[src/psc_pkg.sv]
// shared types and constants for the pixel saturation and channel lut block
package psc_pkg;

  // fixed field widths
  localparam int unsigned CompW   = 8;
  localparam int unsigned GainW   = 11;
  localparam int unsigned GreyW   = 24;
  localparam int unsigned TableDepth = 256;
  localparam int unsigned InDataW  = 48;
  localparam int unsigned OutDataW = 24;

  // rec.601 luma weights, q0.16, summing to 1.0
  localparam logic [15:0] LumaR = 16'd19595;
  localparam logic [15:0] LumaG = 16'd38470;
  localparam logic [15:0] LumaB = 16'd7471;

  // gain of 1.0 in q3.8 skips the saturation step
  localparam logic [GainW-1:0] GainOne = 11'd256;

  // item kinds carried in tuser
  typedef enum logic {
    OP_PIXEL = 1'b0,
    OP_TABLE = 1'b1
  } psc_op_t;

  // table selector codes
  typedef enum logic [1:0] {
    CH_BLUE  = 2'd0,
    CH_GREEN = 2'd1,
    CH_RED   = 2'd2,
    CH_NONE  = 2'd3
  } psc_chan_t;

  // register index decoded from paddr[2]
  localparam logic RegGain = 1'b0;

  // one item as it moves through the pipeline
  typedef struct packed {
    psc_op_t     op;
    logic [7:0]  red;
    logic [7:0]  green;
    logic [7:0]  blue;
    psc_chan_t   tbl_ch;
    logic [7:0]  tbl_idx;
    logic [7:0]  tbl_val;
  } psc_item_t;

endpackage

[src/psc_sat.sv]
// four-stage saturation pipeline: input, luma, gain multiply, clamp
module psc_sat (
  input  logic                      clk,
  input  logic                      rst_n,
  input  logic                      in_valid,
  output logic                      in_ready,
  input  psc_pkg::psc_item_t        in_item,
  input  logic [psc_pkg::GainW-1:0] gain,
  output logic                      out_valid,
  input  logic                      out_ready,
  output psc_pkg::psc_item_t        out_item
);
  import psc_pkg::*;

  // clamp a signed q.24 value to an 8-bit component
  function automatic logic [7:0] clamp_comp(input logic signed [36:0] v);
    logic [7:0] res;
    if (v[36]) begin
      res = 8'd0;
    end else if (|v[35:32]) begin
      res = 8'd255;
    end else begin
      res = v[31:24];
    end
    return res;
  endfunction

  logic v0_r, v1_r, v2_r, v3_r;
  logic rdy0, rdy1, rdy2, rdy3;
  psc_item_t item0_r, item1_r, item2_r, item3_r;
  logic [GreyW-1:0] grey1_r, grey2_r, grey_nxt;
  logic signed [24:0] diff_red, diff_green, diff_blue;
  logic signed [11:0] gain_s;
  logic signed [35:0] prod_red_r, prod_green_r, prod_blue_r;
  logic signed [35:0] prod_red_nxt, prod_green_nxt, prod_blue_nxt;
  logic signed [36:0] grey_sh, sum_red, sum_green, sum_blue;
  psc_item_t item3_nxt;

  // ready chain lets bubbles collapse
  assign rdy3 = !v3_r || out_ready;
  assign rdy2 = !v2_r || rdy3;
  assign rdy1 = !v1_r || rdy2;
  assign rdy0 = !v0_r || rdy1;
  assign in_ready = rdy0;

  // luma
  assign grey_nxt = 24'(LumaR) * 24'(item0_r.red) + 24'(LumaG) * 24'(item0_r.green)
                  + 24'(LumaB) * 24'(item0_r.blue);

  // component minus luma, then times gain
  assign diff_red   = $signed({1'b0, item1_r.red, 16'd0})   - $signed({1'b0, grey1_r});
  assign diff_green = $signed({1'b0, item1_r.green, 16'd0}) - $signed({1'b0, grey1_r});
  assign diff_blue  = $signed({1'b0, item1_r.blue, 16'd0})  - $signed({1'b0, grey1_r});
  assign gain_s = $signed({1'b0, gain});
  assign prod_red_nxt   = 36'(gain_s) * 36'(diff_red);
  assign prod_green_nxt = 36'(gain_s) * 36'(diff_green);
  assign prod_blue_nxt  = 36'(gain_s) * 36'(diff_blue);

  // add scaled luma, floor and clamp, or bypass at unity gain
  assign grey_sh   = $signed({5'd0, grey2_r, 8'd0});
  assign sum_red   = grey_sh + 37'(prod_red_r);
  assign sum_green = grey_sh + 37'(prod_green_r);
  assign sum_blue  = grey_sh + 37'(prod_blue_r);

  always_comb begin
    item3_nxt = item2_r;
    if (gain != GainOne) begin
      item3_nxt.red   = clamp_comp(sum_red);
      item3_nxt.green = clamp_comp(sum_green);
      item3_nxt.blue  = clamp_comp(sum_blue);
    end
  end

  // valid bits
  always_ff @(posedge clk) begin
    if (!rst_n) begin
      v0_r <= 1'b0;
      v1_r <= 1'b0;
      v2_r <= 1'b0;
      v3_r <= 1'b0;
    end else begin
      if (rdy0) v0_r <= in_valid;
      if (rdy1) v1_r <= v0_r;
      if (rdy2) v2_r <= v1_r;
      if (rdy3) v3_r <= v2_r;
    end
  end

  // payload stages
  always_ff @(posedge clk) begin
    if (in_valid && rdy0) begin
      item0_r <= in_item;
    end
    if (v0_r && rdy1) begin
      item1_r <= item0_r;
      grey1_r <= grey_nxt;
    end
    if (v1_r && rdy2) begin
      item2_r      <= item1_r;
      grey2_r      <= grey1_r;
      prod_red_r   <= prod_red_nxt;
      prod_green_r <= prod_green_nxt;
      prod_blue_r  <= prod_blue_nxt;
    end
    if (v2_r && rdy3) begin
      item3_r <= item3_nxt;
    end
  end

  assign out_valid = v3_r;
  assign out_item  = item3_r;

endmodule

[config.mk]
export PLATFORM = sky130hd
export DESIGN_NAME = psc_sat
export DESIGN_NICKNAME = d
export VERILOG_FILES = /design/src/psc_pkg.sv /design/src/psc_sat.sv
export SDC_FILE = /design/constraint.sdc
export NUM_CORES = 2
export LEC_CHECK = 0
export BUFFER_PORTS_ARGS = -buffer_cell sky130_fd_sc_hd__buf_2
export CORE_ASPECT_RATIO = 1.2
export CORE_UTILIZATION = 54
export CTS_BUF_LIST = sky130_fd_sc_hd__clkbuf_4
export DETAILED_ROUTE_END_ITERATION = 8
export PLACE_DENSITY = 0.71
export SYNTH_ARGS = -nofsm -noshare
export SYNTH_HDL_FRONTEND = slang
export SYNTH_SLANG_ARGS = --single-unit
[constraint.sdc]
create_clock -name clk -period 8.3 [get_ports clk]
set_clock_uncertainty 0.2 [all_clocks]
set_input_delay 0.415 -clock clk [delete_from_list [all_inputs] [get_ports clk]]
set_output_delay 0.415 -clock clk [all_outputs]
set_load 0.05 [all_outputs]
==> flow_summary.json <==
{
  "relSlewSlack_pct": 23.8,
  "hpwl_um": 73300,
  "yosysTopAreaCell": "fa_1",
  "drt_wl_total_um": 92800,
  "drive_above_1_share_pct": 8.65,
  "drtIter0Drc": 1431,
  "io_pins": 103,
  "synth_top_area_share_pct": 33.8,
  "core-area_sq_um": 67400,
  "fill_cells": 5796,
  "tightest_slew_ns": 1.14,
  "finalMaxSlewViolations": 0,
  "ant_nets": 0,
  "min_from": "in_item[24]",
  "cts_buffer_depth": 3,
  "dp_cells": 4476,
  "fin_crit_sh_pct": 94.7,
  "busiest_layer": "met2",
  "r2r_end": "prod_blue_r[35]",
  "grt_overflow": 0,
  "cap_violations": 0,
  "finalSetupTns_ns": 0,
  "fin_crit_ns": 7.86,
  "status": "complete, no violations",
  "multiInputGateArea_sq_um": 24900,
  "first_global_vias": 27500,
  "final_cells": 4676,
  "vias": 25300,
  "synth-edff-count": 288,
  "syn_area_sq_um": 37000,
  "r2r_setup_slack_ns": 0.44,
  "r2r_cells": 26,
  "worstReg2RegStart": "grey1_r[9]",
  "avgRoutedWirePerCell_um": 19.8,
  "clock-sinks": 292,
  "required_ns": 8.70,
  "synthArstFlopShare_pct": 0,
  "clock_latency_ns": 0.86,
  "areaGrowthSynthToFinish_pct": 9.42,
  "synth_most_common_cell": "inv_1",
  "hold-path-cell-count": 2,
  "die_h_um": 289,
  "synth-seq-cells": 292,
  "clkTransAtPathRegs_ns": 0.07,
  "drc": 0,
  "grtUsageMet2_pct": 49.7,
  "startpoint_type": "flop",
  "min_to": "item0_r[24]",
  "synthCells": 3509,
  "critical_path_class": "reg2reg",
  "cts-root-buf": "clkbuf_4",
  "arrival_ns": 8.26,
  "place_congestion": 0.924,
  "layout.nets": 4766,
  "regArea_sq_um": 8730,
  "hold_viol_final": 0,
  "syn_nets": 4561,
  "die_w_um": 241,
  "grt_pass1_wl_um": 148000,
  "initial_core_util_pct": 54.9,
  "viasPerCell": 5.41,
  "synth_commonest_cells": "811 x inv_1, 625 x fa_1, 369 x ha_1",
  "cts-buffers-inserted": 76,
  "synthFlopType": "edfxtp_1",
  "grt_util_all_layers_pct": 28.4,
  "h-tree-depth": 3,
  "rows": 104,
  "clock.fmax_mhz": 127,
  "use_met3_pct": 3.65,
  "cts_tree": "done",
  "syn_avg_cell_area_sq_um": 10.5,
  "drt_pass1_iterations": 5,
  "grtUsageMet1_pct": 34.1,
  "place.port_buffers": 102,
  "die_area_sq_um": 69600,
  "synthTopCellsByArea": "fa_1 34%, edfxtp_1 23%, ha_1 12%, inv_1 8.2%, nand2_1 3.7%",
  "critPathMaxFanout": 6,
  "worstSetupEndpointType": "flop",
  "ys_types": 74,
  "min_path_type": "in2reg",
  "grt_start_max_net_pins": 67,
  "setup_viol": 0,
  "ys_seq_area_share_pct": 23.6,
  "antenna_found_initial": 1,
  "yosysWarnings": 0
}
==> repair_timing <==
item	CTS	global route
endpoints found under the setup margin	0	15
buffers inserted	0	0
hold endpoints to repair	47	0
hold buffers	61	0
resized for setup	0	9
==> cell type report <==
cell class                      instances  area share, %
Inverter                              811           7.52
Multi-Input combinational cell       2302           61.6
Timing Repair Buffer                  231           4.03
Clock buffer                          103           1.91
Tap cell                              901           2.79
Sequential cell                       292           21.6
Antenna cell                            6         0.0371
Clock inverter                         30          0.594
==> worst max-delay path: stages (launching register included) <==
cell	delay, ns
edfxtp_1	0.43
or4_4	0.62
nor4_2	0.26
nand3_1	0.19
xor2_1	0.25
buf_4	0.18
nand2_1	0.14
fa_1	0.56
inv_1	0.06
fa_1	0.53
inv_1	0.06
fa_1	0.50
fa_1	0.54
inv_1	0.05
fa_1	0.47
ha_1	0.35
a21o_1	0.19
a21o_1	0.18
a21o_1	0.17
a21oi_1	0.20
o21ai_1	0.19
a211oi_2	0.30
o21bai_1	0.20
a221oi_1	0.34
buf_4	0.19
mux2i_1	0.17
nand4_1	0.09
==> cell families after synthesis <==
family | after synthesis | share of synthesized area, %
fa+ha+maj | 994 | 46.3
buf+inv | 915 | 9.32
simple gates | 803 | 10.5
compound gates | 335 | 6.27
flops | 292 | 23.6
xor+xnor | 169 | 4.00
mux | 1 | 0.0271
==> sequential cells by signal, summed over array words and instances (netlist names) <==
register and cells:
prod_blue_r 20, v2_r 1, out_item 43, grey2_r 24
v1_r 1, item2_r 43, item0_r 43, grey1_r 24
v0_r 1, out_valid 1, item1_r 43, prod_red_r 28
prod_green_r 20
==> routing by layer <==
metal  up-vias  routed length, um  part of all wire [%]
met4         0               5140                   5.5
li1      11400                  -                     -
met1     12800              35400                    38
met2       771              47200                    51
met5         -                  0                     0
met3       254               5010                   5.4
==> per-stage QoR <==
stage,cell area (sq um),utilization [%],setup slack [ns],hold WS (ns)
after floorplan,37000,-,0.609,0.200
after global placement,38800,57.5,0.391,0.200
after detailed placement,38800,57.5,0.140,0.205
after CTS,40400,59.9,0.162,0.00523
after global routing,40500,60.0,-0.00762,0.0460
final,40500,60.0,0.441,0.0890
==> worst max-delay path by stage <==
stage | from | end | slack (ns) | depth (start not counted)
2_1_floorplan | out_valid | grey2_r[0] | 0.61 | 3
3_5_place_dp | grey1_r[4] | prod_red_r[32] | 0.14 | 24
3_3_place_gp | grey1_r[4] | prod_red_r[32] | 0.39 | 24
6_report | grey1_r[9] | prod_blue_r[35] | 0.44 | 26
5_1_grt | grey1_r[4] | prod_red_r[32] | -0.008 | 22
4_1_cts | grey1_r[2] | prod_red_r[32] | 0.16 | 24
==> placed cells by master, fill, tap and decap left out, types with 5 or more instances in the layout <==
cell	count
o21bai_1	14
o21ai_0	35
nor3_1	34
buf_4	68
nand3_1	30
nor2b_1	19
a221o_1	20
inv_1	811
or3_1	14
edfxtp_1	288
o41ai_1	5
fa_1	625
dlygate4sd3_1	61
and2_1	188
xnor2_1	111
xor2_1	54
clkinv_2	5
nor4_1	5
nand4_1	12
nor2_1	83
clkbuf_4	103
a21o_1	47
a31oi_1	16
o21ai_1	13
nand2_1	366
buf_2	102
clkinv_1	15
ha_1	369
nand2b_1	16
o31ai_1	8
a211o_1	10
a21oi_1	93
a211oi_1	14
and3_1	7
o21a_1	20
diode_2	6
Power is left out: the tool's default activity adds up to more than one toggle a clock period on the data nets, which glitch-free logic cannot reach.
