==> src/psc_pkg.sv <==
// shared types and constants for the pixel saturation and channel lut block
package psc_pkg;

  // fixed field widths
  localparam int unsigned CompW   = 8;
  localparam int unsigned GainW   = 11;
  localparam int unsigned GreyW   = 24;
  localparam int unsigned TableDepth = 256;
  localparam int unsigned InDataW  = 48;
  localparam int unsigned OutDataW = 24;

  // rec.601 luma weights, q0.16, summing to 1.0
  localparam logic [15:0] LumaR = 16'd19595;
  localparam logic [15:0] LumaG = 16'd38470;
  localparam logic [15:0] LumaB = 16'd7471;

  // gain of 1.0 in q3.8 skips the saturation step
  localparam logic [GainW-1:0] GainOne = 11'd256;

  // item kinds carried in tuser
  typedef enum logic {
    OP_PIXEL = 1'b0,
    OP_TABLE = 1'b1
  } psc_op_t;

  // table selector codes
  typedef enum logic [1:0] {
    CH_BLUE  = 2'd0,
    CH_GREEN = 2'd1,
    CH_RED   = 2'd2,
    CH_NONE  = 2'd3
  } psc_chan_t;

  // register index decoded from paddr[2]
  localparam logic RegGain = 1'b0;

  // one item as it moves through the pipeline
  typedef struct packed {
    psc_op_t     op;
    logic [7:0]  red;
    logic [7:0]  green;
    logic [7:0]  blue;
    psc_chan_t   tbl_ch;
    logic [7:0]  tbl_idx;
    logic [7:0]  tbl_val;
  } psc_item_t;

endpackage

==> src/psc_cfg.sv <==
// apb register file holding the saturation gain
module psc_cfg (
  input  logic                      clk,
  input  logic                      rst_n,
  input  logic                      psel,
  input  logic                      penable,
  input  logic                      pwrite,
  input  logic [2:0]                paddr,
  input  logic [31:0]               pwdata,
  output logic [31:0]               prdata,
  output logic                      pready,
  output logic [psc_pkg::GainW-1:0] gain
);
  import psc_pkg::*;

  logic [GainW-1:0] gain_r;
  logic             wr_en;

  assign pready = 1'b1;
  assign wr_en  = psel && penable && pwrite && pready;

  // gain register, 1.0 after reset
  always_ff @(posedge clk) begin
    if (!rst_n) begin
      gain_r <= GainOne;
    end else if (wr_en && (paddr[2] == RegGain)) begin
      gain_r <= pwdata[GainW-1:0];
    end
  end

  // read mux
  always_comb begin
    prdata = '0;
    if (paddr[2] == RegGain) begin
      prdata = {{(32-GainW){1'b0}}, gain_r};
    end
  end

  assign gain = gain_r;

endmodule

==> config.mk <==
export PLATFORM = sky130hd
export DESIGN_NAME = psc_cfg
export DESIGN_NICKNAME = d
export VERILOG_FILES = /design/src/psc_pkg.sv /design/src/psc_cfg.sv
export SDC_FILE = /design/constraint.sdc
export NUM_CORES = 1
export LEC_CHECK = 0
export BUFFER_PORTS_ARGS = -buffer_cell sky130_fd_sc_hd__buf_2
export CAP_MARGIN = 20
export CORE_ASPECT_RATIO = 1.25
export CORE_MARGIN = 2
export CORE_UTILIZATION = 35
export DETAILED_ROUTE_END_ITERATION = 10
export PLACE_DENSITY = 0.84
export SETUP_SLACK_MARGIN = 0.1
export SLEW_MARGIN = 20
export SYNTH_ARGS = -nofsm -noshare
export SYNTH_HDL_FRONTEND = slang
export SYNTH_SLANG_ARGS = --single-unit
==> constraint.sdc <==
create_clock -name clk -period 1.8 [get_ports clk]
set_input_delay 0.09 -clock clk [delete_from_list [all_inputs] [get_ports clk]]
set_output_delay 0.09 -clock clk [all_outputs]
set_load 0.05 [all_outputs]
==> run_results.csv, run 1 <==
group,metric,value,unit
status,status,"complete, no violations",
clock_network,clock_latency,0.26,ns
global_route,grt_pass1_wl,1930,um
power,p_clk_frac,0.270,
clock_network,cts.sinks,11,
yosys,synthesis.area,709,um2
clock_network,cts_resized,0,
power,pwr-share-seq,0.416,
floorplanning,start_util,0.366,
timing,finalSetupViolCount,0,
final_layout,largest_reg_flops,11,
setup_path,critPathSlowestCell,"dfxtp_1",
global_route,gr-total-overflow,0,
setup_path,path_cells,"nor2b_1 -> buf_2",
detailed_routing,firstDrtPassIters,3,
floorplanning,die_h,54.3,um
detailed_routing,drcViolationCount,0,
placement,place_area,800,um2
setup_path,crit_path_start_kind,"flop",
clock_network,holdBufCountCts,0,
yosys,synth_top_area_cell,"dfxtp_1",
clock_network,clockBufferDepth,2,
power,total_power,605,uW
detailed_routing,wl,1400,um
timing,rsz0062_at_grt,"no",
final_layout,area_growth,16.4,%
yosys,synth_area_leaders,"dfxtp_1 31%, buf_4 23%, mux2i_1 16%, nand2_1 11%, nor2b_1 11%",
power,cellPowerDensity,733,nW/um2
yosys,yosysWarnings,0,
timing,final.setup.worst_slack,0.678,ns
global_route,antenna_found_initial,0,
setup_path,cp_slowest_stage_delay,0.35,ns
setup_path,crit_family,"flip-flops",
clock_network,clk_pin_slew,0.07,ns
setup_path,crit_path_end_kind,"output port",
placement,place_inst,136,
global_route,grt_max_degree,23,
setup_path,r2r_slack,1.18,ns
detailed_routing,drtIter0Drc,6,
run,max-cap-violations,0,
final_layout,nNetsFinal,161,
final_layout,antenna_cells,0,
placement,dp_hpwl,1080,um
clock_network,htree_num_levels,1,
power,swShare,0.398,
detailed_routing,viasPerCell,4.21,
floorplanning,die_area,2410,um2
power,intPower,364,uW
yosys,synthCells,84,
placement,io_buffers,38,
timing,fmax,891,MHz
clock_network,post_cts_buffers,0,
hold_path,hold_class,"in2reg",
final_layout,final_cells,140,
setup_path,critPathKind,"reg2out",
yosys,avgSynthCellArea,8.45,um2
yosys,ys_seq_elements,11,
setup_path,critPathBufInv,1,
power,pwr-share-comb,0.314,
floorplanning,ios,84,
floorplanning,fp.coreArea,1940,um2
power,p_switching,241,uW
timing,finalCritPeriodShare,0.624,
timing,fin_tns_setup,0,ns
power,ir_worst_vdd,0.000318,V
final_layout,n_fill_cell,203,
timing,hold_viol,0,
placement,dpl_worst_slack,0.667,ns
detailed_routing,avgRoutedWirePerCell,10.0,um
final_layout,stdcell_area,826,um2
global_route,grt_pass1_vias,451,
placement,gp_congestion,0.545,
detailed_routing,antenna_left,0,
floorplanning,rows,18,
power,leakagePower,0.000444,uW
setup_path,cp.required,1.71,ns
detailed_routing,dr_total_vias,590,
setup_path,path_max_fanout,3,
final_layout,drive_gt1_frac,0.350,
timing,post-route-min-period,1.12,ns
yosys,synth_cell_type_count,10,
clock_network,cts_tree,"done",
global_route,grt_util_all_layers,0.115,
yosys,yosysTopAreaCellShare,0.310,
clock_network,root_buffer,"clkbuf_4",
yosys,yosysSeqAreaShare,0.310,
setup_path,crit_arrival,1.03,ns
floorplanning,die_w,44.3,um
timing,finalClockSkew,0,ns
clock_network,numCtsBuffers,3,
timing,timing.final.max_slew_violations,0,
## placed cells by master, fill, tap and decap left out
master	synthesis	routed
nand2_1	20	20
and4b_4	1	1
nor2b_1	12	12
mux2i_1	11	11
buf_2	3	38
clkbuf_1	0	1
dfxtp_1	11	11
clkbuf_4	0	3
conb_1	2	22
and2b_1	1	1
## final timing paths
check,startpoint,depth (start not counted),to
worst max register to register,gain[8]$_SDFFE_PN1P_,2,gain[8]$_SDFFE_PN1P_
worst min register to register,gain[1]$_SDFFE_PN0P_,2,gain[1]$_SDFFE_PN0P_
worst min-delay path,pwdata[1],3,gain[1]$_SDFFE_PN0P_
worst max-delay path,gain[7]$_SDFFE_PN0P_,2,prdata[7]
## power by group through the flow
stage               combinational, uW  clock, uW  sequential, uW
finish                            190        163             252
global placement                  188          0             257
CTS                               191        173             252
floorplan                         182          0             276
global route                      200        187             253
detailed placement                191          0             258
## per-stage QoR
stage | util | hold slack [ns]
floorplan | - | 0.232
global route | 0.426 | 0.0590
CTS | 0.426 | 0.0578
finish | 0.426 | 0.0685
global placement | 0.413 | 0.337
detailed placement | 0.413 | 0.343
## metal layers
metal | part of all wire | vias up | wire, um | global-route usage
li1 | - | 289 | - | -
met1 | 0.38 | 270 | 536 | 0.105
met2 | 0.53 | 29 | 742 | 0.218
met3 | 0.081 | 2 | 113 | 0.0330
met4 | 0.0071 | 0 | 10 | 0.0758
met5 | 0 | - | 0 | 0
## final cells by class
cell class,instances,area (um2),share of cell area
Sequential cell,11,220,0.267
Clock buffer,4,26.3,0.0318
Multi-Input combinational cell,67,364,0.441
Timing Repair Buffer,38,190,0.230
Tap cell,20,25.0,0.0303
## synth_stat cells
library cell and number:
buf_4 22, nor2b_1 12, buf_12 1, conb_1 2, dfxtp_1 11, mux2i_1 11, buf_2 3, and4b_4 1
nand2_1 20, and2b_1 1
## cells by family after synthesis
logic type    after synthesis  share of synthesized area
other cells                 2                     0.0106
mux                        11                      0.155
simple gates               34                      0.242
buf+inv                    26                      0.282
flops                      11                      0.310
## worst min-delay path, cell delays in order
cell	delay, ns
buf_2	0.09
nand2_1	0.04
mux2i_1	0.05
(Power assumes the default switching activity.)
==> inputs of run 2 (changes only) <==
- CORE_UTILIZATION: 35 -> 29
- PLACE_DENSITY: 0.84 -> 0.75
- clock period: 1.8 -> 1 ns (I/O delays scaled with it)
==> run 2 against run 1 <==
Sequential power rose by 73%; non-clock buffer count increased by 3; largest cell class unchanged; first-iteration DRC count shrank 50%; via count rose by 3.2%; cell count is 11% higher; clock skew unchanged; routed wire length grew 9.1%; sequential cell count unchanged; sequential share of layout area decreased by 3.3 points; hold slack worse by 0.051 ns; critical endpoint is now prdata[8].
==> run_results.csv, run 2 (synthesis gave the netlist of run 1 again) <==
group,metric,value,unit
hold_path,min_to,"gain[9]$_SDFFE_PN0P_",
setup_path,cp_slowest_stage_delay,0.33,ns
clock_network,clock_latency,0.26,ns
placement,place_inst,151,
timing,finalSetupViolCount,0,
placement,dp_hpwl,1190,um
detailed_routing,viasPerCell,3.90,
final_layout,final_cells,156,
status,status,"complete, no violations",
run,max-cap-violations,0,
final_layout,area_growth,54.7,%
clock_network,clk_pin_slew,0.07,ns
timing,post-route-min-period,0.976,ns
setup_path,r2r_slack,0.33,ns
setup_path,critPathSlowestCell,"dfxtp_2",
timing,whs,0.0180,ns
detailed_routing,firstDrtPassIters,3,
timing,rsz0062_at_grt,"yes",
floorplanning,start_util,0.298,
setup_path,critPathBufInv,1,
setup_path,path_cells,"and2b_2 -> buf_6",
setup_path,crit_family,"flip-flops",
setup_path,ff2ff_path_depth,3,
power,ir_worst_vdd,0.000683,V
setup_path,crit_path_start_kind,"flop",
final_layout,nNetsFinal,164,
timing,finalClockSkew,0,ns
setup_path,crit_arrival,0.93,ns
final_layout,mostFrequentLayoutCell,"conb_1",
placement,io_buffers,38,
clock_network,cts_tree,"done",
floorplanning,die_w,48.2,um
timing,finalCritPeriodShare,0.976,
floorplanning,fp.coreArea,2380,um2
detailed_routing,drcViolationCount,0,
clock_network,numCtsBuffers,3,
detailed_routing,dr_total_vias,609,
global_route,grt_pass1_vias,489,
global_route,grt_pass1_wl,2170,um
final_layout,stdcell_area,1100,um2
power,swShare,0.405,
clock_network,cts.sinks,11,
power,pwr-share-seq,0.389,
final_layout,antenna_cells,0,
floorplanning,rows,20,
global_route,gr-total-overflow,0,
detailed_routing,antenna_left,0,
power,leakagePower,0.000484,uW
power,p_switching,455,uW
clock_network,htree_num_levels,1,
hold_path,min_from,"pwdata[9]",
power,cellPowerDensity,1020,nW/um2
placement,place_area,943,um2
power,intPower,667,uW
final_layout,n_fill_cell,248,
setup_path,path_max_fanout,3,
final_layout,drive_gt1_frac,0.545,
setup_path,cp.required,0.95,ns
setup_path,reg2reg_to,"gain[0]$_SDFFE_PN0P_",
hold_path,hold_class,"in2reg",
detailed_routing,wl,1530,um
power,pwr-share-comb,0.345,
placement,gp_congestion,0.726,
floorplanning,die_h,59.3,um
setup_path,r2r_start,"gain[0]$_SDFFE_PN0P_",
clock_network,root_buffer,"clkbuf_4",
floorplanning,ios,84,
global_route,antenna_found_initial,0,
timing,hold_viol,0,
setup_path,crit_path_end_kind,"output port",
global_route,grt_util_all_layers,0.108,
final_layout,final_cell_mix,"22 x conb_1, 20 x nand2_1, 17 x buf_2",
timing,timing.final.max_slew_violations,0,
clock_network,clockBufferDepth,2,
floorplanning,die_area,2860,um2
timing,fmax,1030,MHz
final_layout,largest_reg_flops,11,
global_route,grt_max_degree,15,
setup_path,critPathKind,"reg2out",
hold_path,whs_path_depth,3,
detailed_routing,avgRoutedWirePerCell,9.81,um
detailed_routing,drtIter0Drc,3,
power,total_power,1120,uW
power,p_clk_frac,0.266,
run 2: changes by cell type in the layout (fill, tap and decap cells not counted), moves of 2 or more:
| cell | before | now |
|---|---|---|
| dfxtp_1 | 11 | 0 |
| buf_4 | 0 | 13 |
| buf_6 | 0 | 4 |
| nor2b_1 | 12 | 2 |
| buf_2 | 38 | 17 |
| dfxtp_2 | 0 | 2 |
| dfxtp_4 | 0 | 9 |
| buf_8 | 0 | 7 |
| nor2b_4 | 0 | 10 |
run 2: repair_timing:
action | in CTS | in global routing
hold buffers | 0 | 0
endpoints found under the setup margin | 22 | 12
gates cloned | 0 | 0
setup buffers | 0 | 1
gates resized for setup | 32 | 7
run 2: per-stage QoR:
step                setup slack, ns  utilization  TNS, ns
floorplan                    0.0893            -        0
global placement             0.0618        0.397        0
detailed placement           0.0537        0.397        0
CTS                          0.0150        0.447        0
global route                -0.0150        0.462  -0.0150
finish                       0.0244        0.462        0
run 2: how the worst max path moves through the flow:
| stage | cells after the start | start | to |
|---|---|---|---|
| 2_1_floorplan | 1 | gain[0]$_SDFFE_PN0P_ | prdata[0] |
| 3_3_place_gp | 4 | paddr[2] | prdata[8] |
| 3_5_place_dp | 4 | paddr[2] | prdata[8] |
| 4_1_cts | 2 | gain[8]$_SDFFE_PN1P_ | prdata[8] |
| 5_1_grt | 2 | gain[8]$_SDFFE_PN1P_ | prdata[8] |
| 6_report | 2 | gain[8]$_SDFFE_PN1P_ | prdata[8] |
run 2: worst reg2reg max path, stage by stage, from the launching register on:
cell and delay, ns:
dfxtp_2 0.33, buf_4 0.12, nand2_1 0.05, mux2i_1 0.06
run 2: routing by layer:
layer / vias up / GRT usage / wire length [um]
li1: 298 / - / -
met2: 30 / 0.162 / 829
met3: 2 / 0.0213 / 110
met1: 279 / 0.142 / 578
met5: - / 0 / 0
met4: 0 / 0.0579 / 11
run 2: power by group through the flow:
stage               sequential (uW)  combinational [uW]  clock, uW
floorplan                       480                 346          0
global placement                446                 364          0
detailed placement              446                 369          0
CTS                             436                 385        312
global route                    438                 407        326
finish                          436                 387        299
run 2: layout make-up:
cell class | count | area [um2] | area share
well taps | 33 | 41.3 | 0.0376
flip-flops and latches | 11 | 256 | 0.234
multi-input cells | 67 | 440 | 0.401
clock buffers | 4 | 26.3 | 0.0239
repair buffers | 41 | 333 | 0.303
